<file path="src/sv/spf_pkg.sv">
package spf_pkg;

  localparam int QW        = 16;     // query / prime field width
  localparam int EW        = 5;      // exponent width
  localparam int CW        = 13;     // divisor count width
  localparam int FIELD_MAX = 65535;  // widest value a 16-bit field carries
  localparam int MAX_N_DEF = 65535;

  localparam int CFG_AW = 3;
  localparam int CFG_DW = 32;

  // register index decoded from paddr[CFG_AW-1]
  localparam logic LIMIT_IDX = 1'b0;

  typedef struct packed {
    logic [QW-1:0] prime;
    logic [EW-1:0] exponent;
    logic [CW-1:0] divisor_count;
    logic          out_of_range;
    logic          last;
  } out_item_t;

  // largest value the table can cover for a given MAX_N
  function automatic int eff_max(input int n);
    return (n > FIELD_MAX) ? FIELD_MAX : n;
  endfunction

  // floor(sqrt(n)), elaboration only
  function automatic int isqrt(input int n);
    int r = 0;
    while ((r + 1) * (r + 1) <= n) r++;
    return r;
  endfunction

endpackage

</file>
<file path="src/sv/spf_cfg.sv">
module spf_cfg import spf_pkg::*; #(
  parameter int MAX_N = MAX_N_DEF
) (
  input  logic              clk,
  input  logic              rst_n,
  input  logic              psel,
  input  logic              penable,
  input  logic              pwrite,
  input  logic [CFG_AW-1:0] paddr,
  input  logic [CFG_DW-1:0] pwdata,
  output logic [CFG_DW-1:0] prdata,
  output logic [$clog2(eff_max(MAX_N)+1)-1:0] limit_o,
  output logic              wr_fire_o
);

  localparam int EFF_MAX = eff_max(MAX_N);
  localparam int AW      = $clog2(EFF_MAX + 1);

  logic          sel_lim;
  logic [QW-1:0] wv;
  logic [QW-1:0] raw_r, raw_nxt;
  logic [AW-1:0] lim_r, lim_nxt, lim_sat;

  assign sel_lim   = (paddr[CFG_AW-1] == LIMIT_IDX);
  assign wr_fire_o = psel && penable && pwrite && sel_lim;
  assign wv        = pwdata[QW-1:0];

  // clamp to [2, EFF_MAX]
  always_comb begin
    priority if (wv < QW'(2)) begin
      lim_sat = AW'(2);
    end else if (int'(wv) > EFF_MAX) begin
      lim_sat = AW'(EFF_MAX);
    end else begin
      lim_sat = AW'(wv);
    end
  end

  always_comb begin
    raw_nxt = raw_r;
    lim_nxt = lim_r;
    if (wr_fire_o) begin
      raw_nxt = wv;
      lim_nxt = lim_sat;
    end
  end

  always_ff @(posedge clk) begin
    if (!rst_n) begin
      raw_r <= QW'(FIELD_MAX);
      lim_r <= AW'(EFF_MAX);
    end else begin
      raw_r <= raw_nxt;
      lim_r <= lim_nxt;
    end
  end

  assign limit_o = lim_r;
  assign prdata  = sel_lim ? CFG_DW'(raw_r) : '0;

endmodule

</file>
<file path="config.mk">
export PLATFORM = sky130hd
export DESIGN_NAME = spf_cfg
export DESIGN_NICKNAME = d
export VERILOG_FILES = /design/src/sv/spf_pkg.sv /design/src/sv/spf_cfg.sv
export SDC_FILE = /design/constraint.sdc
export NUM_CORES = 1
export LEC_CHECK = 0
export BUFFER_PORTS_ARGS = -buffer_cell sky130_fd_sc_hd__clkbuf_2
export CAP_MARGIN = 20
export CORE_ASPECT_RATIO = 1.1
export CORE_UTILIZATION = 25
export DETAILED_ROUTE_END_ITERATION = 8
export GPL_TIMING_DRIVEN = 0
export PLACE_DENSITY_LB_ADDON = 0.2
export SLEW_MARGIN = 0
export SYNTH_ARGS = -nofsm -noshare
export SYNTH_HDL_FRONTEND = slang
export SYNTH_SLANG_ARGS = --single-unit
export TNS_END_PERCENT = 10
</file>
<file path="constraint.sdc">
create_clock -name clk -period 2.3 [get_ports clk]
set_input_delay 0.23 -clock clk [delete_from_list [all_inputs] [get_ports clk]]
set_output_delay 0.23 -clock clk [all_outputs]
set_load 0.05 [all_outputs]
</file>
==> run summary <==
Hold Path End = raw_r[0]
cell area after synthesis = 0.00139 mm²
Post-Syn Area per Cell = 9.47 µm²
R2R cell count = 3
core area = 0.00536 mm²
status = finished, final reports clean
clock slew at reported path FFs = 0.06 ns
pwr/cell area = 699 mW/mm²
Post-CTS Setup Inserts = 0
CP max FO = 10
Via density = 3.84
Die Y = 80.3 µm
dpl cell area = 0.00181 mm²
fin area = 0.00191 mm²
post-route ant nets = 0
DR WL/cell = 10.6 µm
first-pass iteration count of the detailed router = 4
Worst R2R End = limit_o[0]
Setup TNS Final = 0 ns
# diodes = 0
Die Wd = 73.2 µm
Hold Vio Cnt, Final = 0
RSZ-0062 raised after global routing = no
Max Freq = 0.700 GHz
Synth top area share = 0.460
Max Buffers Root-to-Sink = 2
crit path time final = 1.43 ns
placer's final routability congestion estimate = 0.698
Port Buffers = 54
final period utilization = 0.621
Slew @ Worst Pin = 0.521 ns
TritonCTS clock tree = built
Clock Latency Late Sink = 0.28 ns
synth warn = 0
vias = 1,148
final setup vio count = 0
global route overflow = 0
1st-iter DRT viols = 24
worst hold start = pwdata[0]
vias in the first global route = 1,109
Worst EP arrival = 1.20 ns
layout cells sized above 1 = 0.388
Crit Path Category = in -> out
DRC viols = 0
first-pass GRT wire length = 5170 µm
clock tree sinks = 32
CP delay by family, top = buffers and inverters
Initial Utilization = 0.260
CP endpoint kind = output port
Layout Area Growth over Synthesis = 36.9%
Synth area leaders = dfxtp_1 46%, a21o_1 15%, buf_4 9.2%
Hold Crit Class = in -> reg
commonest non-fill, non-tap cell in the layout = clkbuf_2
die area = 0.00587 mm²
FF-to-FF Start = limit_o[0]
r2r setup slk = 1.57 ns
Routed WL = 3160 µm
Final nets = 263
Tot GR Track Use = 0.119
Worst VDD drop = 0.413 mV
Distinct cells, synth = 23
Leak = 0.000968 µW
Post-Route Skew = 0 ns
Largest stage delay, worst path = 0.44 ns
Synth Register Bits = 32
sequential share of the synthesized area = 0.460
required time worst endpoint = 2.07 ns
largest area contributor in the netlist = dfxtp_1
post-DP HPWL = 2510 µm
H-tree depth = 2
CTS buffer count = 5
Worst setup SP type = input pin
worst path bufs/invs = 3
Slew HR = 0.653
Cells after Synth = 147
post-CTS sizing = 0
largest net degree at the start of global routing = 11
initial antenna violation count = 0
Root Driver = clkbuf_8
max-slew violation count = 0
hold path cells = 3
num rows = 28
cell repeated most along the worst path = clkbuf_2
Crit-path slowest cell = clkbuf_1
CTS Hold Buffers Added = 0
# Max-Cap Violations = 0
I/O pin total = 89
commonest non-fill, non-tap cells in the layout = 54 x clkbuf_2, 32 x dfxtp_1, 28 x a21o_1, 17 x buf_4
crit-path cells = clkbuf_2 -> clkbuf_1 -> nor2b_1 -> clkbuf_2
## metrics by stage
step / hold WS (ns) / worst slack [ns] / util / total power, µW / cells
2_1_floorplan: 0.352 / 0.943 / - / 835 / 162
3_3_place_gp: 0.428 / 0.827 / 0.338 / 904 / 291
3_5_place_dp: 0.431 / 0.826 / 0.338 / 905 / 291
4_1_cts: 0.173 / 0.811 / 0.356 / 1360 / 299
5_1_grt: 0.197 / 0.767 / 0.356 / 1400 / 299
6_report: 0.179 / 0.872 / 0.356 / 1330 / 299
## Yosys cell counts (all sizes together)
master / n
nand2: 4
conb: 1
a31o: 1
buf: 21
nand4b: 1
and2b: 6
nand4: 1
a32oi: 1
nor3b: 1
nor4: 3
nor2b: 10
inv: 17
a21o: 28
dfxtp: 32
clkbuf: 2
nor3: 1
o21ai: 15
nand3: 2
## layer usage
layer  vias up  track usage  share of wire
li1        602            -              -
met1       500        0.135           0.43
met2        40        0.200           0.48
met3         6       0.0376          0.070
met4         0       0.0529          0.018
met5         -            0              0
## power by group
group	internal, µW	switching (µW)
clock network	243	201
registers	574	9.18
logic	83.6	222
## state kept, by name, summed over array words and instances, names as in the netlist
register,flops
limit_o,16
raw_r,16
## final cells by class
type	instances	area, µm²
Inverter	17	63.8
Clock inverter	1	7.51
Sequential cell	32	641
Multi-Input combinational cell	90	561
Clock buffer	7	86.3
Timing Repair Buffer	54	270
Tap cell	75	93.8
Fill cell	601	3450
Buffer	23	184
## worst register-to-register path, stage by stage (launching register included)
cell     delay (ns)
dfxtp_1        0.31
inv_1          0.06
o21ai_2        0.05
a31o_2         0.20
## how the worst max path moves through the flow
stage	to	from	depth (start not counted)	slack, ns
finish	prdata[1]	paddr[2]	4	0.87
global route	prdata[11]	paddr[2]	4	0.77
CTS	prdata[11]	paddr[2]	4	0.81
detailed placement	prdata[11]	paddr[2]	4	0.83
global placement	prdata[1]	paddr[2]	4	0.83
floorplan	prdata[11]	paddr[2]	2	0.94
## cell families after synthesis
kind of cell / after synthesis / synth area share
other: 1 / 0.00269
and+or+nand+nor: 29 / 0.139
AOI/OAI and AO/OA: 45 / 0.220
DFF: 32 / 0.460
buffers and inverters: 40 / 0.178
(Power assumes the default switching activity.)
