--- src/sv/spf_pkg.sv ---
package spf_pkg;

  localparam int QW        = 16;     // query / prime field width
  localparam int EW        = 5;      // exponent width
  localparam int CW        = 13;     // divisor count width
  localparam int FIELD_MAX = 65535;  // widest value a 16-bit field carries
  localparam int MAX_N_DEF = 65535;

  localparam int CFG_AW = 3;
  localparam int CFG_DW = 32;

  // register index decoded from paddr[CFG_AW-1]
  localparam logic LIMIT_IDX = 1'b0;

  typedef struct packed {
    logic [QW-1:0] prime;
    logic [EW-1:0] exponent;
    logic [CW-1:0] divisor_count;
    logic          out_of_range;
    logic          last;
  } out_item_t;

  // largest value the table can cover for a given MAX_N
  function automatic int eff_max(input int n);
    return (n > FIELD_MAX) ? FIELD_MAX : n;
  endfunction

  // floor(sqrt(n)), elaboration only
  function automatic int isqrt(input int n);
    int r = 0;
    while ((r + 1) * (r + 1) <= n) r++;
    return r;
  endfunction

endpackage

--- src/sv/spf_sieve.sv ---
module spf_sieve import spf_pkg::*; #(
  parameter int MAX_N = MAX_N_DEF
) (
  input  logic                                 clk,
  input  logic                                 rst_n,
  input  logic                                 start_i,
  input  logic [$clog2(eff_max(MAX_N)+1)-1:0]  limit_i,
  output logic                                 busy_o,
  output logic                                 we_o,
  output logic [$clog2(eff_max(MAX_N)+1)-1:0]  waddr_o,
  output logic [$clog2(eff_max(MAX_N)+1)-1:0]  wspf_o,
  output logic [$clog2(eff_max(MAX_N)+1)-1:0]  wquo_o
);

  localparam int EFF_MAX = eff_max(MAX_N);
  localparam int AW      = $clog2(EFF_MAX + 1);
  localparam int MW      = AW + 1;
  localparam int ISQ     = isqrt(EFF_MAX);
  localparam int IW      = $clog2(ISQ + 1);

  typedef enum logic [3:0] {
    S_INIT = 4'b0001,
    S_SET  = 4'b0010,
    S_RUN  = 4'b0100,
    S_DONE = 4'b1000
  } sv_state_t;

  sv_state_t     state_r, state_nxt;
  logic [MW-1:0] m_r, m_nxt;      // address (init) / current multiple (sweep)
  logic [IW-1:0] i_r, i_nxt;      // sweep factor, descending
  logic [AW-1:0] k_r, k_nxt;      // m_r / i_r
  logic [MW-1:0] lim_ext;

  assign lim_ext = MW'(limit_i);

  // Init writes spf[n]=n, quo[n]=1. Sweep runs i downward and writes i over
  // every multiple from i*i, so the last (smallest) factor wins.
  always_comb begin
    state_nxt = state_r;
    m_nxt     = m_r;
    i_nxt     = i_r;
    k_nxt     = k_r;
    we_o      = 1'b0;
    waddr_o   = m_r[AW-1:0];
    wspf_o    = AW'(i_r);
    wquo_o    = k_r;
    unique case (state_r)
      S_INIT: begin
        if (m_r > lim_ext) begin
          state_nxt = S_SET;
        end else begin
          we_o   = 1'b1;
          wspf_o = m_r[AW-1:0];
          wquo_o = AW'(1);
          m_nxt  = m_r + MW'(1);
        end
      end
      S_SET: begin
        m_nxt     = MW'(i_r) * MW'(i_r);
        k_nxt     = AW'(i_r);
        state_nxt = S_RUN;
      end
      S_RUN: begin
        if (m_r > lim_ext) begin
          if (i_r == IW'(2)) begin
            state_nxt = S_DONE;
          end else begin
            i_nxt     = i_r - IW'(1);
            state_nxt = S_SET;
          end
        end else begin
          we_o  = 1'b1;
          m_nxt = m_r + MW'(i_r);
          k_nxt = k_r + AW'(1);
        end
      end
      S_DONE: begin
      end
      default: state_nxt = S_DONE;
    endcase
    if (start_i) begin
      state_nxt = S_INIT;
      m_nxt     = '0;
      i_nxt     = IW'(ISQ);
    end
  end

  always_ff @(posedge clk) begin
    if (!rst_n) begin
      state_r <= S_INIT;
      m_r     <= '0;
      i_r     <= IW'(ISQ);
    end else begin
      state_r <= state_nxt;
      m_r     <= m_nxt;
      i_r     <= i_nxt;
    end
  end

  always_ff @(posedge clk) begin
    k_r <= k_nxt;
  end

  assign busy_o = (state_r != S_DONE);

  a_sweep_cofactor: assert property (@(posedge clk) disable iff (!rst_n)
    (state_r == S_RUN && we_o) |-> (32'(k_r) * 32'(i_r) == 32'(m_r)))
    else $error("sieve cofactor does not match multiple");

  a_restart: assert property (@(posedge clk) disable iff (!rst_n)
    start_i |=> (state_r == S_INIT && m_r == '0))
    else $error("sieve did not restart on limit write");

  a_factor_floor: assert property (@(posedge clk) disable iff (!rst_n)
    (state_r == S_RUN || state_r == S_SET) |-> (i_r >= IW'(2)))
    else $error("sieve factor dropped below two");

endmodule

--- config.mk ---
export PLATFORM = sky130hd
export DESIGN_NAME = spf_sieve
export DESIGN_NICKNAME = d
export VERILOG_FILES = /design/src/sv/spf_pkg.sv /design/src/sv/spf_sieve.sv
export SDC_FILE = /design/constraint.sdc
export NUM_CORES = 1
export LEC_CHECK = 0
export ABC_AREA = 1
export BUFFER_PORTS_ARGS = -buffer_cell sky130_fd_sc_hd__buf_4
export CAP_MARGIN = 10
export CORE_AREA = 10 10 128 101
export DETAILED_ROUTE_END_ITERATION = 8
export DIE_AREA = 0 0 138 111
export PLACE_DENSITY = 0.9
export REMOVE_ABC_BUFFERS = 1
export SYNTH_ARGS = -nofsm -noshare
export SYNTH_HDL_FRONTEND = slang
export SYNTH_SLANG_ARGS = --single-unit
--- constraint.sdc ---
create_clock -name clk -period 4 [get_ports clk]
set_input_delay 0.4 -clock clk [delete_from_list [all_inputs] [get_ports clk]]
set_output_delay 0.4 -clock clk [all_outputs]
set_load 0.02 [all_outputs]
==> impl_results.md, run 1 <==
* Outcome: completed
* Minimum period implied by the final worst setup slack at a little under 4 ns
* Final count of negative-setup-slack endpoints at 0
* Std-Cell Rows at 33
* Skew-Pair Late Insertion Delay at approximately 0.3 ns
* Initial core utilization at between 50% and 60%
* Overall power of the completed layout at between 2 and 3 mW
* CTS tree: built
* Transition at the pin with the smallest max-transition slack at between 0.8 and 0.9 ns
* Clk Tree Root Cell: sky130_fd_sc_hd__clkbuf_16
* Buffer depth of the longest clock path at 2
* Type of the worst setup path: flop to flop
* Upper clock frequency limit at approximately 0.26 GHz
* Area used by sequential logic in the layout at 1080 sq um
* Sum of routed wire length over all layers at roughly 15000 um
* Peak fanout along the critical path at 5
* Mean post-synth cell area at 6.44 sq um
* Total number of vias at 5686
* Ports at between 60 and 70
* NumNets Final at roughly 1000
* Sequential share of the synthesized area at between 10% and 20%
* Max Transition Viols Final at 0
* Final Hold Viols at 0
* GRT Util Overall at a little under a fifth
* Aggregate negative setup slack at 0 ns
* Vias in the first global route at around 5200
* Utilization after layout at about 63%
* Floorplan core area at 10600 sq um
* Fraction of final layout cells with drive strength greater than 1 at 17.8%
* Max H-tree Level at 2
* Required time at the endpoint of the critical path at 4.20 ns
* Routability congestion estimate at ~0.95
* Die outline width at 138 um
* Post-route antenna net violation count at 0
* Total overflow reported by the global router at 0
* Height of the die at about 110 um
* Gate count of the mapped netlist at 870
* Fillers at ~920
* I/O Buffers at 68
* Worst setup SP type: flop
* Die ar. at ~15000 sq um
* Number of buffers created by CTS at 5
* Worst setup slack after placement at -0.146 ns
* Clock Pin Slew Worst Setup and Hold Paths at 0.07 ns
* Synth Register Bits at between 40 and 50
* Initial DRC count at ~650
* Power per Cell Area at 410 nW/um^2
* Total of max-cap violations at 0
* Count of distinct cell types in the synthesized netlist at 41
* Average vias per placed instance at approximately 5.3
* Synth-to-layout area growth at 18.2%
* Wire length of the first global-routing pass at 24700 um
* Cell area after technology mapping at approximately 5600 sq um
* Fraction of the cycle the final worst path needs at a little over nine tenths
* Worst setup EP type: flop
* Area used by multi-input combinational logic at between 3000 and 4000 sq um
* Initial antenna violation count at 0
* Mean routed wirelength per cell at about 14 um
* Setup skew after layout at slightly above 0.005 ns
* Final HPWL from detailed placement at approximately 12000 um
* Worst vdd rail ir drop at approximately 0.00038 V
* Slack of the critical path at around 0.14 ns
* Detailed-route DRC error count at 0
* Number of diodes at 0
* Pin count of the biggest net entering global routing at 34
* Sinks on Clock Net at 45
* Worst path arrival time at approximately 4.1 ns
* Yosys warnings at 0
* DRT Pass-1 Iters at 5
* Worst hold path type: primary input to flop
* Pleak at 3.59 nW
* Worst rel slew slack at between 40% and 50%
final timing paths:
check / startpoint / depth (start not counted) / to / slack [ns]
hold reg to reg: i_r[7]$_SDFFE_PP1P_ / 2 / i_r[7]$_SDFFE_PP1P_ / 0.58
setup reg to reg: i_r[5]$_SDFFE_PP1P_ / 20 / m_r[15]$_SDFFE_PP0P_ / 0.14
setup / recovery: i_r[5]$_SDFFE_PP1P_ / 20 / m_r[15]$_SDFFE_PP0P_ / 0.14
hold / removal: start_i / 4 / m_r[14]$_SDFFE_PP0P_ / 0.56
repair_timing:
| action | 4_1_cts | 5_1_grt |
|---|---|---|
| gates resized for setup | 12 | 63 |
| hold buffers | 0 | 0 |
| endpoints found under the setup margin | 7 | 10 |
| pin swaps | 0 | 22 |
| buffers inserted | 0 | 2 |
| gates cloned | 0 | 0 |
flip-flops by register name (all words and copies together), names as in the netlist:
| register | count |
|---|---|
| i_r | 8 |
| k_r | 16 |
| m_r | 17 |
| state_r | 4 |
where the power goes:
part	switching, mW	leakage [nW]	internal [mW]
sequential	0.0397	0.373	0.503
combinational	1.13	3.14	0.599
clock	0.207	0.0704	0.236
total	1.38	3.59	1.34
synth_stat cells, drive strengths merged:
cell	n	area share [%]
nand2	209	14
inv	167	11
nor2	123	8.4
nand3	63	6.1
ha	57	13
o21ai	45	4.0
a21oi	34	3.0
dfxtp	29	10
buf	27	3.4
fa	26	9.3
edfxtp	16	8.6
clkbuf	13	0.87
nor3	12	1.2
nand4	10	1.1
xor2	9	1.4
xnor2	6	0.94
o211ai	5	0.67
or2	5	0.56
o21bai	3	0.40
a21boi	2	0.27
clkinv	2	0.16
a21o	1	0.13
and2	1	0.11
nand3b	1	0.13
nor3b	1	0.13
nor4	1	0.11
o21a	1	0.13
o22ai	1	0.11
placed cells by master (no fill, tap or decap), types with 5 or more instances in the layout:
master / instances
sky130_fd_sc_hd__nand2_4: 7
sky130_fd_sc_hd__nand3_2: 6
sky130_fd_sc_hd__o21ai_1: 6
sky130_fd_sc_hd__nor2_1: 112
sky130_fd_sc_hd__xor2_1: 9
sky130_fd_sc_hd__o21ai_0: 38
sky130_fd_sc_hd__inv_1: 160
sky130_fd_sc_hd__nor3_1: 11
sky130_fd_sc_hd__ha_1: 51
sky130_fd_sc_hd__inv_2: 7
sky130_fd_sc_hd__fa_1: 24
sky130_fd_sc_hd__dfxtp_4: 5
sky130_fd_sc_hd__nor2_2: 7
sky130_fd_sc_hd__o211ai_1: 5
sky130_fd_sc_hd__xnor2_1: 6
sky130_fd_sc_hd__nand2_2: 8
sky130_fd_sc_hd__nand3_1: 56
sky130_fd_sc_hd__clkbuf_16: 5
sky130_fd_sc_hd__edfxtp_1: 16
sky130_fd_sc_hd__buf_4: 88
sky130_fd_sc_hd__dfxtp_1: 21
sky130_fd_sc_hd__a21oi_1: 29
sky130_fd_sc_hd__nand4_1: 10
sky130_fd_sc_hd__nand2_1: 194
per-layer routing:
layer	GRT usage [%]	vias up	wire [um]
met3	4.45	33	1530
met1	25.2	2557	6650
li1	-	2812	-
met4	5.47	0	303
met5	0	-	0
met2	28.8	284	6950
cell families (layout without fill, tap and decap cells):
| family | count (synthesis) | in the layout | synth area share (%) |
|---|---|---|---|
| compound gates | 92 | 92 | 8.78 |
| buf+inv | 209 | 269 | 15.7 |
| flops | 45 | 45 | 18.9 |
| xor+xnor | 15 | 15 | 2.35 |
| fa+ha+maj | 83 | 83 | 22.0 |
| simple gates | 426 | 426 | 32.2 |
cell type report:
| type | count | share of cell area [%] |
|---|---|---|
| clock buffers | 5 | 1.89 |
| clock inverters | 3 | 0.378 |
| inverters | 169 | 9.60 |
| multi-input cells | 616 | 58.4 |
| flip-flops and latches | 45 | 16.4 |
| well taps | 140 | 2.65 |
| repair buffers | 92 | 10.7 |
per-stage QoR:
step                      hold slack, ns  cell area, sq um  instances
after detailed placement           0.557              6210       1060
after global routing               0.594              6620       1070
after CTS                          0.556              6380       1068
after floorplan                    0.486              5360        830
final                              0.560              6620       1070
after global placement             0.531              6210       1060
worst max-delay path, cell delays in order, from the launching register on:
cell and delay (ns):
sky130_fd_sc_hd__dfxtp_4 0.36, sky130_fd_sc_hd__nand2_1 0.08, sky130_fd_sc_hd__inv_2 0.06, sky130_fd_sc_hd__fa_1 0.50, sky130_fd_sc_hd__fa_1 0.54, sky130_fd_sc_hd__inv_1 0.05
sky130_fd_sc_hd__fa_1 0.46, sky130_fd_sc_hd__fa_1 0.54, sky130_fd_sc_hd__inv_1 0.06, sky130_fd_sc_hd__ha_4 0.31, sky130_fd_sc_hd__nand2_1 0.07, sky130_fd_sc_hd__nand2_2 0.08
sky130_fd_sc_hd__nand2_2 0.07, sky130_fd_sc_hd__nand2_1 0.08, sky130_fd_sc_hd__nand2_1 0.07, sky130_fd_sc_hd__nand3_1 0.08, sky130_fd_sc_hd__nand3_1 0.07, sky130_fd_sc_hd__nand3_1 0.07
sky130_fd_sc_hd__nand2_1 0.06, sky130_fd_sc_hd__nor2_1 0.10, sky130_fd_sc_hd__nor2_1 0.04
Note: power is estimated with default switching activity, not from simulation.
==> run 2: changes to the inputs <==
--- a/config.mk
+++ b/config.mk
@@ -6,12 +6,14 @@
 export NUM_CORES = 1
 export LEC_CHECK = 0
 export ABC_AREA = 1
+export ABC_CLOCK_PERIOD_IN_PS = 4000
 export BUFFER_PORTS_ARGS = -buffer_cell sky130_fd_sc_hd__buf_4
 export CAP_MARGIN = 10
 export CORE_AREA = 10 10 128 101
 export DETAILED_ROUTE_END_ITERATION = 8
 export DIE_AREA = 0 0 138 111
 export PLACE_DENSITY = 0.9
+export RECOVER_POWER = 50
 export REMOVE_ABC_BUFFERS = 1
 export SYNTH_ARGS = -nofsm -noshare
 export SYNTH_HDL_FRONTEND = slang
==> run 2 against run 1 <==
Against the previous run: critical path depth is the same; clock skew is essentially flat; non-clock buffer count is the same; design area shrank 1.3%; first-iteration DRC count grew 5.6%; sequential share of layout area grew 0.22 points; combinational power shrank 2%; die area is the same; register-to-register slack is essentially flat; via count grew 0.44%; count of clock-buffer cells in the layout is the same; fmax shrank 0.27%; largest power group unchanged; highest routed layer unchanged.
==> impl_results.md, run 2 (synthesis results as in run 1) <==
* Clock Pin Slew Worst Setup and Hold Paths at ~0.070 ns
* Worst setup slack after placement at -0.146 ns
* Height of the die at 111 um
* Highest-count cells in the layout ignoring fill and taps: sky130_fd_sc_hd__nand2_1 (195), sky130_fd_sc_hd__inv_1 (161), sky130_fd_sc_hd__nor2_1 (113), sky130_fd_sc_hd__buf_4 (71), sky130_fd_sc_hd__nand3_1 (57)
* Upper clock frequency limit at 0.258 GHz
* Net switching power at approximately 1.4 mW
* Vias in the first global route at 5185
* Average vias per placed instance at about 5.3
* Total overflow reported by the global router at 0
* Max FFs per register at 17
* Hold-fix buffers at CTS at 0
* Minimum period implied by the final worst setup slack at about 3.9 ns
* Worst hold path type: primary input to flop
* Largest regs: m_r x17, k_r x16, i_r x8
* Outcome: completed
* NumNets Final at slightly above 1000
* Post-route antenna net violation count at 0
* Fraction of the cycle the final worst path needs at 96.7%
* Setup skew after layout at between 0.005 and 0.006 ns
* Worst setup EP type: flop
* Sum of routed wire length over all layers at between 15000 and 20000 um
* Initial DRC count at slightly below 700
* Slack of the critical path at around 0.13 ns
* Number of diodes at 0
* Top register by number of flip-flops: m_r
* Required time at the endpoint of the critical path at approximately 4.2 ns
* Final HPWL from detailed placement at about 12000 um
* Fraction of power spent switching nets at 50.8%
* Worst path arrival time at roughly 4.1 ns
* Detailed-route DRC error count at 0
* Peak fanout along the critical path at 5
* CTS tree: built
* Mean routed wirelength per cell at 14.4 um
* Post-Layout Cell Count at approximately 1100
* Final count of negative-setup-slack endpoints at 0
* DRT Pass-1 Iters at 5
* I/O Buffers at 68
* Smallest hold slack at 0.568 ns
* Total number of vias at roughly 5700
* Clk Tree Root Cell: sky130_fd_sc_hd__clkbuf_16
* Die outline width at between 100 and 150 um
* Sinks on Clock Net at 45
* GRT Util Overall at approximately a fifth
* Fraction of final layout cells with drive strength greater than 1 at roughly 16%
* Max Transition Viols Final at 0
* Number of buffers created by CTS at 5
* Power per Cell Area at ~400 nW/um^2
* Total of max-cap violations at 0
* Worst vdd rail ir drop at 0.000378 V
* Transition at the pin with the smallest max-transition slack at approximately 0.9 ns
* Placed Cells at 1060
* Share of power burned in registers at a little over 20%
* Pleak at between 3 and 4 nW
* Buffer depth of the longest clock path at 2
* Comb power frac at 63.2%
* Worst setup SP type: flop
* Initial antenna violation count at 0
* Most common cell after layout, fill and taps aside: sky130_fd_sc_hd__nand2_1
* Std-Cell Rows at 33
* Final Hold Viols at 0
* Floorplan core area at roughly 11000 sq um
* Pin count of the biggest net entering global routing at 34
* Skew-Pair Late Insertion Delay at 0.30 ns
* Internal Power at about 1.3 mW
* Synth-to-layout area growth at 16.6%
* Die ar. at approximately 15000 sq um
* Type of the worst setup path: flop to flop
* Initial core utilization at ~53%
* Wire length of the first global-routing pass at about 25000 um
* Clock power share at roughly 17%
* Routability congestion estimate at 0.950
* Max H-tree Level at 2
* Worst rel slew slack at 39.9%
* Overall power of the completed layout at approximately 2.7 mW
* Ports at 69
## run 2: final cells by class
type	instances	area [sq um]
timing repair buffer	92	646
tap	140	175
inverter	169	636
fill	937	4040
multi-input combinational	616	3840
sequential	45	1080
clock buffer	5	125
clock inverter	3	25.0
## run 2: what timing repair did
| item | CTS | global route |
|---|---|---|
| buffers inserted | 0 | 2 |
| gates cloned | 0 | 0 |
| pin swaps | 0 | 22 |
| gates resized for setup | 12 | 63 |
| setup endpoints to repair | 7 | 10 |
## run 2: routing by layer
layer	vias up	GRT usage, %	routed length, um
met3	39	4.45	1580
met4	0	5.47	332
li1	2801	-	-
met1	2578	25.2	6560
met2	293	28.8	6970
met5	-	0	0
## run 2: final timing paths
check	startpoint	to	slack, ns	cells after the start
min	start_i	i_r[2]$_SDFFE_PP1P_	0.57	3
min reg2reg	i_r[7]$_SDFFE_PP1P_	i_r[7]$_SDFFE_PP1P_	0.57	2
max	i_r[5]$_SDFFE_PP1P_	m_r[15]$_SDFFE_PP0P_	0.13	20
max reg2reg	i_r[5]$_SDFFE_PP1P_	m_r[15]$_SDFFE_PP0P_	0.13	20
## run 2: metrics by stage
stage          setup TNS (ns)  utilization, %  instance area [sq um]
6_report                    0            61.8                   6530
5_1_grt                -0.150            61.8                   6530
4_1_cts                     0            60.4                   6380
3_5_place_dp           -0.540            58.7                   6210
3_3_place_gp                0            58.7                   6210
2_1_floorplan               0               -                   5360
## run 2: critical path, stage by stage, from the launching register on
cell,delay [ns]
sky130_fd_sc_hd__dfxtp_4,0.36
sky130_fd_sc_hd__nand2_1,0.08
sky130_fd_sc_hd__inv_2,0.06
sky130_fd_sc_hd__fa_1,0.50
sky130_fd_sc_hd__fa_1,0.54
sky130_fd_sc_hd__inv_1,0.05
sky130_fd_sc_hd__fa_1,0.46
sky130_fd_sc_hd__fa_1,0.54
sky130_fd_sc_hd__inv_1,0.06
sky130_fd_sc_hd__ha_4,0.32
sky130_fd_sc_hd__nand2_1,0.07
sky130_fd_sc_hd__nand2_2,0.08
sky130_fd_sc_hd__nand2_2,0.07
sky130_fd_sc_hd__nand2_1,0.08
sky130_fd_sc_hd__nand2_1,0.07
sky130_fd_sc_hd__nand3_1,0.09
sky130_fd_sc_hd__nand3_1,0.07
sky130_fd_sc_hd__nand3_1,0.08
sky130_fd_sc_hd__nand2_1,0.06
sky130_fd_sc_hd__nor2_1,0.10
sky130_fd_sc_hd__nor2_1,0.04
## run 2: power groups by stage
stage	clock network, mW	logic, mW	registers, mW
floorplan	0	1.03	0.566
CTS	0.438	1.70	0.545
global route	0.452	1.85	0.547
finish	0.444	1.69	0.541
detailed placement	0	1.69	0.556
global placement	0	1.67	0.554
