### src/sv/spf_pkg.sv
package spf_pkg;

  localparam int QW        = 16;     // query / prime field width
  localparam int EW        = 5;      // exponent width
  localparam int CW        = 13;     // divisor count width
  localparam int FIELD_MAX = 65535;  // widest value a 16-bit field carries
  localparam int MAX_N_DEF = 65535;

  localparam int CFG_AW = 3;
  localparam int CFG_DW = 32;

  // register index decoded from paddr[CFG_AW-1]
  localparam logic LIMIT_IDX = 1'b0;

  typedef struct packed {
    logic [QW-1:0] prime;
    logic [EW-1:0] exponent;
    logic [CW-1:0] divisor_count;
    logic          out_of_range;
    logic          last;
  } out_item_t;

  // largest value the table can cover for a given MAX_N
  function automatic int eff_max(input int n);
    return (n > FIELD_MAX) ? FIELD_MAX : n;
  endfunction

  // floor(sqrt(n)), elaboration only
  function automatic int isqrt(input int n);
    int r = 0;
    while ((r + 1) * (r + 1) <= n) r++;
    return r;
  endfunction

endpackage

### src/sv/spf_ifs.sv
interface spf_in_if import spf_pkg::*; ();
  logic          valid;
  logic          ready;
  logic [QW-1:0] query_value;

  modport source (output valid, output query_value, input ready);
  modport sink   (input valid, input query_value, output ready);
endinterface

interface spf_out_if import spf_pkg::*; ();
  logic          valid;
  logic          ready;
  logic [QW-1:0] prime;
  logic [EW-1:0] exponent;
  logic [CW-1:0] divisor_count;
  logic          out_of_range;
  logic          last;

  modport source (output valid, output prime, output exponent, output divisor_count,
                  output out_of_range, output last, input ready);
  modport sink   (input valid, input prime, input exponent, input divisor_count,
                  input out_of_range, input last, output ready);
endinterface

### src/sv/spf_walk.sv
module spf_walk import spf_pkg::*; #(
  parameter int MAX_N = MAX_N_DEF
) (
  input  logic                                 clk,
  input  logic                                 rst_n,
  input  logic                                 busy_i,
  input  logic [$clog2(eff_max(MAX_N)+1)-1:0]  limit_i,
  spf_in_if.sink                               in_ch,
  spf_out_if.source                            out_ch,
  output logic [$clog2(eff_max(MAX_N)+1)-1:0]  raddr_o,
  input  logic [$clog2(eff_max(MAX_N)+1)-1:0]  rspf_i,
  input  logic [$clog2(eff_max(MAX_N)+1)-1:0]  rquo_i
);

  localparam int EFF_MAX = eff_max(MAX_N);
  localparam int AW      = $clog2(EFF_MAX + 1);
  localparam int PRW     = CW + EW;

  typedef enum logic [2:0] {
    W_IDLE = 3'b001,
    W_SPEC = 3'b010,
    W_RUN  = 3'b100
  } wk_state_t;

  wk_state_t     state_r, state_nxt;
  logic [AW-1:0] rem_r, rem_nxt;
  logic [AW-1:0] cur_p_r, cur_p_nxt;
  logic [EW-1:0] exp_r, exp_nxt;
  logic [CW-1:0] cnt_r, cnt_nxt;
  logic          oor_r, oor_nxt;
  logic          out_valid_r, out_valid_nxt;
  out_item_t     out_item_r, out_item_nxt;

  logic          slot_free, acc, same, emit;
  logic [EW-1:0] exp_inc, emit_exp;
  logic [PRW-1:0] prod;
  logic [CW-1:0] cnt_new;
  logic [QW:0]   q_ext, lim_ext;
  out_item_t     item;

  assign slot_free   = !out_valid_r || out_ch.ready;
  assign in_ch.ready = (state_r == W_IDLE) && !busy_i;
  assign acc         = in_ch.valid && in_ch.ready;

  assign q_ext    = (QW+1)'(in_ch.query_value);
  assign lim_ext  = (QW+1)'(limit_i);
  assign same     = (rspf_i == cur_p_r);
  assign exp_inc  = exp_r + EW'(1);
  assign emit_exp = same ? exp_inc : exp_r;
  assign prod     = PRW'(cnt_r) * (PRW'(emit_exp) + PRW'(1));
  assign cnt_new  = prod[CW-1:0];

  // One table read per step. A new prime first closes the previous group
  // (address held), then the next step counts it.
  always_comb begin
    state_nxt = state_r;
    rem_nxt   = rem_r;
    cur_p_nxt = cur_p_r;
    exp_nxt   = exp_r;
    cnt_nxt   = cnt_r;
    oor_nxt   = oor_r;
    emit      = 1'b0;
    item      = '0;
    raddr_o   = rem_r;
    unique case (state_r)
      W_IDLE: begin
        raddr_o = in_ch.query_value[AW-1:0];
        if (acc) begin
          priority if (q_ext > lim_ext) begin
            state_nxt = W_SPEC;
            oor_nxt   = 1'b1;
          end else if (q_ext < (QW+1)'(2)) begin
            state_nxt = W_SPEC;
            oor_nxt   = 1'b0;
          end else begin
            state_nxt = W_RUN;
            rem_nxt   = in_ch.query_value[AW-1:0];
            cur_p_nxt = '0;
            exp_nxt   = '0;
            cnt_nxt   = CW'(1);
          end
        end
      end
      W_SPEC: begin
        if (slot_free) begin
          emit               = 1'b1;
          item.divisor_count = CW'(1);
          item.out_of_range  = oor_r;
          item.last          = 1'b1;
          state_nxt          = W_IDLE;
        end
      end
      W_RUN: begin
        if (!same) begin
          if (exp_r == '0) begin
            cur_p_nxt = rspf_i;
          end else if (slot_free) begin
            emit               = 1'b1;
            item.prime         = QW'(cur_p_r);
            item.exponent      = exp_r;
            item.divisor_count = cnt_new;
            cnt_nxt            = cnt_new;
            cur_p_nxt          = rspf_i;
            exp_nxt            = '0;
          end
        end else if (rquo_i > AW'(1)) begin
          exp_nxt = exp_inc;
          rem_nxt = rquo_i;
          raddr_o = rquo_i;
        end else if (slot_free) begin
          emit               = 1'b1;
          item.prime         = QW'(cur_p_r);
          item.exponent      = exp_inc;
          item.divisor_count = cnt_new;
          item.last          = 1'b1;
          exp_nxt            = exp_inc;
          cnt_nxt            = cnt_new;
          rem_nxt            = rquo_i;
          state_nxt          = W_IDLE;
        end
      end
      default: state_nxt = W_IDLE;
    endcase
  end

  always_comb begin
    out_item_nxt = emit ? item : out_item_r;
    if (emit) begin
      out_valid_nxt = 1'b1;
    end else if (out_ch.ready) begin
      out_valid_nxt = 1'b0;
    end else begin
      out_valid_nxt = out_valid_r;
    end
  end

  always_ff @(posedge clk) begin
    if (!rst_n) begin
      state_r     <= W_IDLE;
      out_valid_r <= 1'b0;
      rem_r       <= '0;
      cur_p_r     <= '0;
      exp_r       <= '0;
      cnt_r       <= CW'(1);
    end else begin
      state_r     <= state_nxt;
      out_valid_r <= out_valid_nxt;
      rem_r       <= rem_nxt;
      cur_p_r     <= cur_p_nxt;
      exp_r       <= exp_nxt;
      cnt_r       <= cnt_nxt;
    end
  end

  always_ff @(posedge clk) begin
    oor_r      <= oor_nxt;
    out_item_r <= out_item_nxt;
  end

  assign out_ch.valid         = out_valid_r;
  assign out_ch.prime         = out_item_r.prime;
  assign out_ch.exponent      = out_item_r.exponent;
  assign out_ch.divisor_count = out_item_r.divisor_count;
  assign out_ch.out_of_range  = out_item_r.out_of_range;
  assign out_ch.last          = out_item_r.last;

  a_range_to_spec: assert property (@(posedge clk) disable iff (!rst_n)
    (acc && q_ext > lim_ext) |=> (state_r == W_SPEC && oor_r))
    else $error("out-of-range query not routed to error result");

  a_zero_prime_item: assert property (@(posedge clk) disable iff (!rst_n)
    (out_ch.valid && out_ch.prime == '0) |->
      (out_ch.last && out_ch.divisor_count == CW'(1) && out_ch.exponent == '0))
    else $error("prime-zero item malformed");

  a_factor_item: assert property (@(posedge clk) disable iff (!rst_n)
    (out_ch.valid && out_ch.prime != '0) |->
      (out_ch.exponent != '0 && !out_ch.out_of_range && out_ch.prime >= QW'(2)))
    else $error("factor item with zero exponent or bad prime");

endmodule

### src/flat_wrapper.sv
// flat-port wrapper written by rule: the top's interface ports become plain ports
module spf_walk_flat import spf_pkg::*;
#(
  parameter int MAX_N = MAX_N_DEF
)
  (clk, rst_n, busy_i, limit_i, raddr_o, rspf_i, rquo_i, in_ch_valid, in_ch_query_value, in_ch_ready, out_ch_valid, out_ch_prime, out_ch_exponent, out_ch_divisor_count, out_ch_out_of_range, out_ch_last, out_ch_ready);
  spf_in_if in_ch_i ();
  spf_out_if out_ch_i ();
  input  logic clk;
  input  logic rst_n;
  input  logic busy_i;
  input  logic [$clog2(eff_max(MAX_N)+1)-1:0] limit_i;
  output logic [$clog2(eff_max(MAX_N)+1)-1:0] raddr_o;
  input  logic [$clog2(eff_max(MAX_N)+1)-1:0] rspf_i;
  input  logic [$clog2(eff_max(MAX_N)+1)-1:0] rquo_i;
  input wire logic [$bits(in_ch_i.valid)-1:0] in_ch_valid;
  input wire logic [$bits(in_ch_i.query_value)-1:0] in_ch_query_value;
  output wire logic [$bits(in_ch_i.ready)-1:0] in_ch_ready;
  output wire logic [$bits(out_ch_i.valid)-1:0] out_ch_valid;
  output wire logic [$bits(out_ch_i.prime)-1:0] out_ch_prime;
  output wire logic [$bits(out_ch_i.exponent)-1:0] out_ch_exponent;
  output wire logic [$bits(out_ch_i.divisor_count)-1:0] out_ch_divisor_count;
  output wire logic [$bits(out_ch_i.out_of_range)-1:0] out_ch_out_of_range;
  output wire logic [$bits(out_ch_i.last)-1:0] out_ch_last;
  input wire logic [$bits(out_ch_i.ready)-1:0] out_ch_ready;
  assign in_ch_i.valid = in_ch_valid;
  assign in_ch_i.query_value = in_ch_query_value;
  assign in_ch_ready = in_ch_i.ready;
  assign out_ch_valid = out_ch_i.valid;
  assign out_ch_prime = out_ch_i.prime;
  assign out_ch_exponent = out_ch_i.exponent;
  assign out_ch_divisor_count = out_ch_i.divisor_count;
  assign out_ch_out_of_range = out_ch_i.out_of_range;
  assign out_ch_last = out_ch_i.last;
  assign out_ch_i.ready = out_ch_ready;
  spf_walk #(.MAX_N(MAX_N)) u_core (.clk(clk), .rst_n(rst_n), .busy_i(busy_i), .limit_i(limit_i), .in_ch(in_ch_i), .out_ch(out_ch_i), .raddr_o(raddr_o), .rspf_i(rspf_i), .rquo_i(rquo_i));
endmodule
### config.mk
export PLATFORM = sky130hd
export DESIGN_NAME = spf_walk_flat
export DESIGN_NICKNAME = d
export VERILOG_FILES = /design/src/sv/spf_pkg.sv /design/src/sv/spf_ifs.sv /design/src/sv/spf_walk.sv /design/src/flat_wrapper.sv
export SDC_FILE = /design/constraint.sdc
export NUM_CORES = 1
export LEC_CHECK = 0
export BUFFER_PORTS_ARGS = -buffer_cell sky130_fd_sc_hd__buf_4
export CAP_MARGIN = 40
export CORE_ASPECT_RATIO = 1.5
export CORE_MARGIN = 1
export CORE_UTILIZATION = 55
export CTS_CLUSTER_SIZE = 16
export DETAILED_ROUTE_END_ITERATION = 12
export PLACE_DENSITY_LB_ADDON = 0.25
export REMOVE_ABC_BUFFERS = 1
export SLEW_MARGIN = 10
export SYNTH_ARGS = -nofsm -noshare
export SYNTH_HDL_FRONTEND = slang
export SYNTH_SLANG_ARGS = --single-unit
### constraint.sdc
create_clock -name clk -period 20.1 [get_ports clk]
set_input_delay 2.01 -clock clk [delete_from_list [all_inputs] [get_ports clk]]
set_output_delay 2.01 -clock clk [all_outputs]
set_load 0.1 [all_outputs]
==> results.json, run 1 <==
{
  "ctsResizeCount": 0,
  "wire_per_inst_um": 16.64,
  "min_path_cells": 1,
  "cts_root_buf": "clkbuf_16",
  "die_x_um": 91.56,
  "ys.flop_type": "dfxtp_1",
  "drtAntennaViolNets": 0,
  "path_class": "input port to flip-flop",
  "max_slew.worst_pin.slew_ns": 0.7963,
  "avgViaCountPerCell": 5.740,
  "r2r-end": "u_core.out_ch.divisor_count[12]$_DFFE_PP_",
  "grt_max_degree": 55,
  "layout_common_cells": "130 x buf_4, 76 x nand2_1, 72 x inv_1, 67 x and2_1, 54 x dfxtp_1",
  "rsz0062_at_grt": "false",
  "synth-simple-area-share_pct": 22.24,
  "area_delta_synth_final_pct": 21.01,
  "post_dp_cell_area_um2": 7692,
  "synth_xor_area_share_pct": 5.163,
  "cts.sinks": 91,
  "ys_ff_latch": 91,
  "cts_tree": "yes",
  "status": "completed",
  "dp_hpwl_um": 12920,
  "synthAdderAreaFrac_pct": 16.60,
  "place_congestion": 0.8949,
  "clock_skew_ns": 0.01432,
  "ios": 123,
  "crit_fanout": 28,
  "synth.distinct_cells": 51,
  "cts_setup_buffers": 0,
  "gr-total-overflow": 0,
  "synth_area_um2": 6616,
  "portBuffers": 122,
  "insertion_delay_ns": 0.35,
  "ys_seq_area_share_pct": 33.13,
  "min_period_ns": 8.356,
  "initial_utilization_pct": 57.08,
  "synthMuxAreaShare_pct": 2.723,
  "drt_pass1_iterations": 7,
  "synth_top_family_by_area": "simple AND/OR/NAND/NOR gates",
  "netlist.area_leader.share_pct": 16.79,
  "hp-start": "u_core.rem_r[10]$_SDFFE_PN0P_",
  "vdd_drop_max_mv": 0.08614,
  "rrSetupSlack_ns": 13.16,
  "synth_edf_count": 37,
  "fp-row-count": 48,
  "slew_headroom_pct": 46.53,
  "vias": 5694,
  "crit_required_ns": 20.18,
  "drc": 0,
  "htree_levels": 3,
  "postCtsHoldBufs": 0,
  "startpoint_type": "input port",
  "synthArstFlopShare_pct": 0,
  "fin_crit_sh_pct": 41.57,
  "num_antenna_cells": 0,
  "drt_iter0_drc": 292,
  "coreArea_um2": 11590,
  "layout_commonest_cell": "buf_4",
  "hold_violations": 0,
  "fin_area_um2": 8006,
  "first_global_vias": 5774,
  "antenna_found_initial": 0,
  "whs_endpoint": "u_core.rem_r[10]$_SDFFE_PN0P_",
  "nets": 974,
  "clk_pin_slew_ns": 0.07,
  "synthCells": 725,
  "cts_inserted_buffers": 9,
  "drt_wl_total_um": 16510,
  "crit_arrival_ns": 8.44,
  "rr_startpoint": "u_core.cur_p_r[7]$_SDFFE_PN0P_",
  "synthTopCellsByArea": "edfxtp_1 17%, dfxtp_1 16%, fa_1 10%, ha_1 6.6%, and2_1 6.3%",
  "finalSetupViolations": 0,
  "power_density_nw_per_um2": 68.17,
  "die_h_um": 136.3,
  "syn_avg_cell_area_um2": 9.126,
  "crit_path_end_kind": "flip-flop",
  "finalMaxSlewViolations": 0,
  "r2r_cells": 24,
  "grt_pass1_wl_um": 26500,
  "fin_tns_setup_ns": 0,
  "die-area_um2": 12480,
  "hp-class": "flip-flop to flip-flop",
  "grt_use_total_pct": 27.12,
  "yosysTopAreaCell": "edfxtp_1",
  "power_uw": 545.8,
  "synth_compound_area_share_pct": 14.26,
  "ctsLongestPathBuffers": 2,
  "power_leakage_nw": 3.754,
  "ys_warn_count": 0,
  "drv_cap": 0,
  "drive_above_1_share_pct": 18.29,
  "fmax_mhz": 119.7
}
==> registers in the layout (all words and copies together) (netlist names), 3 cells and up <==
signal                       cells
u_core.exp_r                     5
u_core.rem_r                    16
u_core.out_ch.divisor_count     13
u_core.cur_p_r                  16
u_core.state_r                   3
u_core.out_ch.prime             16
u_core.out_ch.exponent           5
u_core.cnt_r                    13
==> stage by stage <==
step	setup WS, ns	instances	hold slack, ns	utilization, %
6_report	11.74	992	0.5036	69.07
5_1_grt	11.17	992	0.5153	69.07
4_1_cts	11.81	992	0.5038	69.07
3_5_place_dp	11.50	976	0.4880	66.36
3_3_place_gp	11.71	971	0.4803	65.94
2_1_floorplan	12.02	694	0.4369	-
==> layer usage <==
metal	track usage [%]	wire (um)	vias to the layer above
met2	50.88	8934	201
li1	-	-	2697
met3	4.530	829	56
met4	15.78	659	0
met5	0	0	-
met1	28.15	6083	2740
==> cells by family after synthesis <==
kind of cell,count (synthesis)
compound gates,131
xor+xnor,39
fa+ha+maj,68
buf+inv,103
flops,91
mux,18
simple gates,275
==> area by class of cell <==
type	count	area, um2
Fill cell	926	3585
Sequential cell	91	2192
Inverter	72	270.3
Clock buffer	10	250.2
Timing Repair Buffer	132	1002
Clock inverter	6	63.81
Multi-Input combinational cell	531	4040
Tap cell	150	187.7
==> worst max-delay path by stage <==
stage	slack [ns]	from	cells past startpoint	to
2_1_floorplan	12.02	rspf_i[11]	24	u_core.out_ch.divisor_count[12]$_DFFE_PP_
3_3_place_gp	11.71	rspf_i[11]	26	u_core.out_ch.divisor_count[12]$_DFFE_PP_
3_5_place_dp	11.50	rspf_i[4]	27	u_core.out_ch.divisor_count[12]$_DFFE_PP_
4_1_cts	11.81	rspf_i[4]	27	u_core.out_ch.divisor_count[12]$_DFFE_PP_
5_1_grt	11.17	rspf_i[7]	26	u_core.out_ch.divisor_count[12]$_DFFE_PP_
6_report	11.74	rspf_i[7]	25	u_core.out_ch.divisor_count[12]$_DFFE_PP_
==> critical path: stages <==
cell and delay (ns):
buf_4 0.12, xnor2_1 0.20, nand4_1 0.17, nor4_4 0.30
buf_4 0.32, ha_1 0.50, inv_1 0.09, ha_1 0.27
xnor2_1 0.20, xnor2_1 0.67, nor2b_1 0.18, fa_1 0.58
inv_1 0.05, fa_1 0.46, fa_1 0.54, inv_1 0.04
ha_1 0.31, nor2b_1 0.16, o31a_1 0.25, o21ai_0 0.21
nand2b_1 0.09, a21oi_1 0.25, o21ai_0 0.18, xnor2_1 0.22
nor2_1 0.06
==> cells in the mapped netlist, drive strengths merged, types with 12 or more instances <==
master / number
nand2: 76
mux2i: 18
nand4: 12
xnor2: 32
and2: 67
nor2b: 40
ha: 35
a21oi: 22
fa: 33
dfxtp: 54
edfxtp: 37
a22oi: 32
o211a: 16
inv: 72
nor2: 30
clkbuf: 27
o21ai: 19
==> report_power, final <==
part | total (mW) | switching [mW] | internal, mW
sequential | 0.203 | 0.00532 | 0.198
combinational | 0.167 | 0.119 | 0.0483
clock | 0.176 | 0.0809 | 0.0949
total | 0.546 | 0.205 | 0.341
Note: power is estimated with default switching activity, not from simulation.
==> run 2, diff against run 1 <==
--- a/config.mk
+++ b/config.mk
@@ -9,7 +9,7 @@
 export CAP_MARGIN = 40
 export CORE_ASPECT_RATIO = 1.5
 export CORE_MARGIN = 1
-export CORE_UTILIZATION = 55
+export CORE_UTILIZATION = 51
 export CTS_CLUSTER_SIZE = 16
 export DETAILED_ROUTE_END_ITERATION = 12
 export PLACE_DENSITY_LB_ADDON = 0.25
==> constraint.sdc (replaced) <==
create_clock -name clk -period 7.6 [get_ports clk]
set_input_delay 0.76 -clock clk [delete_from_list [all_inputs] [get_ports clk]]
set_output_delay 0.76 -clock clk [all_outputs]
set_load 0.1 [all_outputs]
==> run 2 against run 1 <==
Net effect: sequential power grew to 2.6 times the previous value; clock skew shrank 0.0039 ns; utilization fell by 5.6 points; sequential share of layout area rose by 0.090 points; largest cell class unchanged; largest power group unchanged; highest routed layer unchanged.
==> results.json, run 2 (synthesis results as in run 1) <==
{
  "htree_levels": 3,
  "p_clk_share_pct": 30.4,
  "drc": 0,
  "fp-row-count": 50,
  "worst_hold_slack_ns": 0.4969,
  "finalSetupViolations": 0,
  "drt_wl_total_um": 16390,
  "antenna_found_initial": 0,
  "drt_iter0_drc": 204,
  "ctsResizeCount": 0,
  "portBuffers": 122,
  "startpoint_type": "input port",
  "grt_use_total_pct": 25.68,
  "fin_area_um2": 7980,
  "cts_setup_buffers": 0,
  "slew_headroom_pct": 46.66,
  "p_int_uw": 878.5,
  "crit_path_end_kind": "flip-flop",
  "crit_arrival_ns": 6.83,
  "vdd_drop_max_mv": 0.1725,
  "grt_pass1_wl_um": 26760,
  "layout_commonest_cell": "buf_4",
  "avgViaCountPerCell": 5.656,
  "place_congestion": 0.9180,
  "fin_crit_sh_pct": 88.91,
  "swShare_pct": 37.77,
  "slowest_stage": "fa_1",
  "hp-start": "u_core.rem_r[10]$_SDFFE_PN0P_",
  "first_global_vias": 5903,
  "p_sw_uw": 533.2,
  "grt_max_degree": 55,
  "worst-path-buf-inv": 3,
  "comb_power_share_pct": 31.5,
  "die-area_um2": 13440,
  "power_leakage_nw": 3.736,
  "setup_slack_ns": 0.8425,
  "area_delta_synth_final_pct": 20.61,
  "post-place-ws_ns": 0.5042,
  "fmax_mhz": 148.0,
  "coreArea_um2": 12570,
  "hold_violations": 0,
  "finalMaxSlewViolations": 0,
  "rrSetupSlack_ns": 1.01,
  "num_antenna_cells": 0,
  "initial_utilization_pct": 52.62,
  "crit_required_ns": 7.68,
  "rsz0062_at_grt": "false",
  "rr_startpoint": "u_core.cur_p_r[14]$_SDFFE_PN0P_",
  "path_class": "input port to flip-flop",
  "insertion_delay_ns": 0.35,
  "hp-class": "flip-flop to flip-flop",
  "cts_inserted_buffers": 9,
  "status": "completed",
  "vias": 5645,
  "min_period_ns": 6.757,
  "seqPwrFrac_pct": 38.1,
  "die_h_um": 141.5,
  "r2r-end": "u_core.out_ch.divisor_count[12]$_DFFE_PP_",
  "fin_tns_setup_ns": 0,
  "ctsLongestPathBuffers": 2,
  "die_x_um": 95,
  "power_density_nw_per_um2": 176.9,
  "ios": 123,
  "max_slew.worst_pin.slew_ns": 0.7945,
  "drt_pass1_iterations": 5,
  "min_path_cells": 1,
  "whs_endpoint": "u_core.rem_r[10]$_SDFFE_PN0P_",
  "cts_root_buf": "clkbuf_16",
  "crit_fanout": 18,
  "post_dp_cell_area_um2": 7704,
  "drive_above_1_share_pct": 18.17,
  "r2r_cells": 24,
  "nets": 974,
  "clock_skew_ns": 0.01040,
  "critPathTopFamily": "adder cells",
  "cts.sinks": 91,
  "wire_per_inst_um": 16.42,
  "clk_pin_slew_ns": 0.06,
  "postCtsHoldBufs": 0,
  "fin_util_pct": 63.46,
  "cts_tree": "yes",
  "gr-total-overflow": 0,
  "layout_common_cells": "129 x buf_4, 76 x nand2_1, 72 x inv_1, 67 x and2_1, 54 x dfxtp_1",
  "drv_cap": 0,
  "critPathMaxStageDelay_ns": 0.54,
  "drtAntennaViolNets": 0,
  "dp_hpwl_um": 12710
}
==> run 2: final cells by class <==
type	count	area [um2]
clock buffers	10	229.0
fillers	1041	4594
multi-input cells	531	4040
inverters	72	270.3
repair buffers	132	1006
well taps	156	195.2
flip-flops and latches	91	2192
clock inverters	6	47.55
==> run 2: worst max-delay path by stage <==
stage	startpoint	endpoint	cells after the start
6_report	rspf_i[4]	u_core.out_ch.divisor_count[12]$_DFFE_PP_	25
5_1_grt	rspf_i[5]	u_core.out_ch.divisor_count[12]$_DFFE_PP_	25
4_1_cts	rspf_i[4]	u_core.out_ch.divisor_count[12]$_DFFE_PP_	25
3_5_place_dp	rspf_i[4]	u_core.out_ch.divisor_count[12]$_DFFE_PP_	25
3_3_place_gp	rspf_i[11]	u_core.out_ch.divisor_count[12]$_DFFE_PP_	25
2_1_floorplan	rspf_i[11]	u_core.out_ch.divisor_count[12]$_DFFE_PP_	24
==> run 2: stage by stage <==
stage | total power [mW] | instances
after detailed placement | 0.9918 | 982
after CTS | 1.419 | 998
final | 1.412 | 998
after global placement | 0.9697 | 976
after floorplan | 0.8582 | 694
after global routing | 1.468 | 998
==> run 2: metal layers <==
layer  GRT usage [%]  part of all wire (%)  vias to the layer above
met1           27.18                    39                     2703
met3           5.413                   5.1                       43
met4           12.44                   3.4                        0
li1                -                     -                     2701
met5               0                     0                        -
met2           47.07                    53                      198
==> run 2: power by group through the flow <==
stage               clock network (mW)  logic [mW]  registers [mW]
finish                           0.430       0.445           0.537
global route                     0.461       0.467           0.540
detailed placement                   0       0.444           0.548
global placement                     0       0.423           0.547
floorplan                            0       0.309           0.549
CTS                              0.437       0.445           0.537
==> run 3, diff against run 2 <==
--- a/config.mk
+++ b/config.mk
@@ -13,6 +13,7 @@
 export CTS_CLUSTER_SIZE = 16
 export DETAILED_ROUTE_END_ITERATION = 12
 export PLACE_DENSITY_LB_ADDON = 0.25
+export RECOVER_POWER = 25
 export REMOVE_ABC_BUFFERS = 1
 export SLEW_MARGIN = 10
 export SYNTH_ARGS = -nofsm -noshare
==> run 3 against run 2 <==
Net effect: final area decreased by 2.2%; cell count unchanged; clock-buffer cell count unchanged; sequential cell count unchanged; first-iteration DRC count increased by 6.4%; worst hold slack got worse by 0.00081 ns; critical endpoint unchanged; utilization decreased by 1.4 points; clock skew about the same; non-clock buffer count unchanged; critical path depth unchanged; wire length increased by 0.16%.
==> results.json, run 3 (synthesis results as in run 1) <==
{
  "status": "completed",
  "postCtsHoldBufs": 0,
  "comb_power_share_pct": 31.3,
  "dp_hpwl_um": 12710,
  "antenna_found_initial": 0,
  "die-area_um2": 13440,
  "drv_cap": 0,
  "power_density_nw_per_um2": 180.5,
  "portBuffers": 122,
  "drive_above_1_share_pct": 12.95,
  "avgViaCountPerCell": 5.667,
  "drtAntennaViolNets": 0,
  "fp-row-count": 50,
  "vias": 5656,
  "layout_commonest_cell": "buf_4",
  "rsz0062_at_grt": "false",
  "max_slew.worst_pin.slew_ns": 1.240,
  "coreArea_um2": 12570,
  "gr-total-overflow": 0,
  "cts_setup_buffers": 0,
  "ctsResizeCount": 0,
  "grt_use_total_pct": 25.68,
  "fin_tns_setup_ns": 0,
  "critPathTopFamily": "adder cells",
  "layout_common_cells": "86 x buf_4, 76 x nand2_1, 72 x inv_1, 67 x and2_1, 54 x dfxtp_1",
  "cts_root_buf": "clkbuf_16",
  "slowest_stage": "fa_1",
  "slew_headroom_pct": 17.67,
  "startpoint_type": "input port",
  "finalMaxSlewViolations": 0,
  "clk_pin_slew_ns": 0.06,
  "cts_tree": "yes",
  "fmax_mhz": 144.8,
  "worst-path-buf-inv": 3,
  "worst_hold_slack_ns": 0.4961,
  "p_clk_share_pct": 30.5,
  "fin_area_um2": 7804,
  "hold_violations": 0,
  "grt_pass1_wl_um": 26760,
  "wire_per_inst_um": 16.45,
  "drt_iter0_drc": 217,
  "ctsLongestPathBuffers": 2,
  "hp-class": "flip-flop to flip-flop",
  "swShare_pct": 37.84,
  "area_delta_synth_final_pct": 17.95,
  "place_congestion": 0.9180,
  "seqPwrFrac_pct": 38.1,
  "nets": 974,
  "drt_wl_total_um": 16420,
  "crit_arrival_ns": 6.98,
  "cp-startpoint": "rspf_i[4]",
  "r2r_cells": 24,
  "crit_fanout": 18,
  "htree_levels": 3,
  "die_h_um": 141.5,
  "first_global_vias": 5903,
  "finalSetupViolations": 0,
  "path_class": "input port to flip-flop",
  "p_sw_uw": 533.1,
  "fin_crit_sh_pct": 90.87,
  "initial_utilization_pct": 52.62,
  "clock_skew_ns": 0.01062,
  "post-place-ws_ns": 0.5042,
  "endpoint": "u_core.out_ch.divisor_count[12]$_DFFE_PP_",
  "rrSetupSlack_ns": 0.85,
  "critPathMaxStageDelay_ns": 0.54,
  "drt_pass1_iterations": 5,
  "grt_max_degree": 55,
  "post_dp_cell_area_um2": 7704,
  "num_antenna_cells": 0,
  "crit_path_end_kind": "flip-flop",
  "setup_slack_ns": 0.6937,
  "die_x_um": 95,
  "drc": 0,
  "r2r-end": "u_core.out_ch.divisor_count[12]$_DFFE_PP_",
  "crit_cells": 25,
  "p_int_uw": 875.7,
  "insertion_delay_ns": 0.35,
  "crit_required_ns": 7.67,
  "vdd_drop_max_mv": 0.1726,
  "power_leakage_nw": 3.555,
  "cts_inserted_buffers": 9,
  "min_period_ns": 6.906,
  "ios": 123,
  "cts.sinks": 91,
  "rr_startpoint": "u_core.cur_p_r[4]$_SDFFE_PN0P_"
}
run 3: cell count changes in the layout (fill, tap and decap cells not counted):
cell,change
buf_4,-43
nor4_1,+1
nor4_4,-1
clkbuf_1,+43
run 3: layout make-up:
class | instances | area (um2)
clock buffers | 10 | 229.0
clock inverters | 6 | 47.55
fillers | 1075 | 4771
inverters | 72 | 270.3
multi-input cells | 531 | 4025
flip-flops and latches | 91 | 2192
well taps | 156 | 195.2
repair buffers | 132 | 844.6
run 3: worst min path at each step:
stage / from / to / slack (ns) / cells past startpoint
after floorplan: u_core.cnt_r[12]$_SDFFE_PN0P_ / u_core.cnt_r[12]$_SDFFE_PN0P_ / 0.44 / 2
after global placement: u_core.rem_r[14]$_SDFFE_PN0P_ / u_core.rem_r[14]$_SDFFE_PN0P_ / 0.48 / 1
after detailed placement: u_core.rem_r[10]$_SDFFE_PN0P_ / u_core.rem_r[10]$_SDFFE_PN0P_ / 0.49 / 1
after CTS: u_core.rem_r[10]$_SDFFE_PN0P_ / u_core.rem_r[10]$_SDFFE_PN0P_ / 0.50 / 1
after global routing: u_core.rem_r[8]$_SDFFE_PN0P_ / u_core.rem_r[8]$_SDFFE_PN0P_ / 0.52 / 1
final: u_core.rem_r[10]$_SDFFE_PN0P_ / u_core.rem_r[10]$_SDFFE_PN0P_ / 0.50 / 1
run 3: metal layers:
| layer | global-route usage [%] | share of wire [%] | vias to the layer above |
|---|---|---|---|
| li1 | - | - | 2701 |
| met1 | 27.18 | 38 | 2691 |
| met2 | 47.07 | 53 | 216 |
| met3 | 5.413 | 5.1 | 48 |
| met4 | 12.44 | 3.5 | 0 |
| met5 | 0 | 0 | - |
run 3: worst register-to-register path, stage by stage (launching register included):
cell and delay (ns):
dfxtp_1 0.33, xnor2_1 0.18, nand4_1 0.12, nor4_1 0.50
ha_1 0.52, inv_1 0.13, ha_1 0.26, nand4_1 0.12
a21boi_0 0.30, nor2_1 0.10, xnor2_1 0.45, nand2_1 0.16
fa_1 0.52, fa_1 0.53, fa_1 0.54, inv_1 0.04
ha_1 0.31, nor2b_1 0.16, o31a_1 0.28, o21ai_0 0.21
nand2b_1 0.08, a21oi_1 0.23, o21ai_0 0.15, xnor2_1 0.18
nor2_1 0.06
run 3: stage by stage:
stage          power, mW  instances  utilization, %
5_1_grt            1.464        998           62.06
3_3_place_gp      0.9697        976           60.79
3_5_place_dp      0.9918        982           61.26
6_report           1.409        998           62.06
2_1_floorplan     0.8582        694               -
4_1_cts            1.419        998           63.46
run 3: power by group through the flow:
stage	Combinational [mW]	Clock [mW]	Sequential [mW]
after floorplan	0.309	0	0.549
after global placement	0.423	0	0.547
after detailed placement	0.444	0	0.548
after CTS	0.445	0.437	0.537
after global routing	0.464	0.461	0.540
final	0.441	0.430	0.537
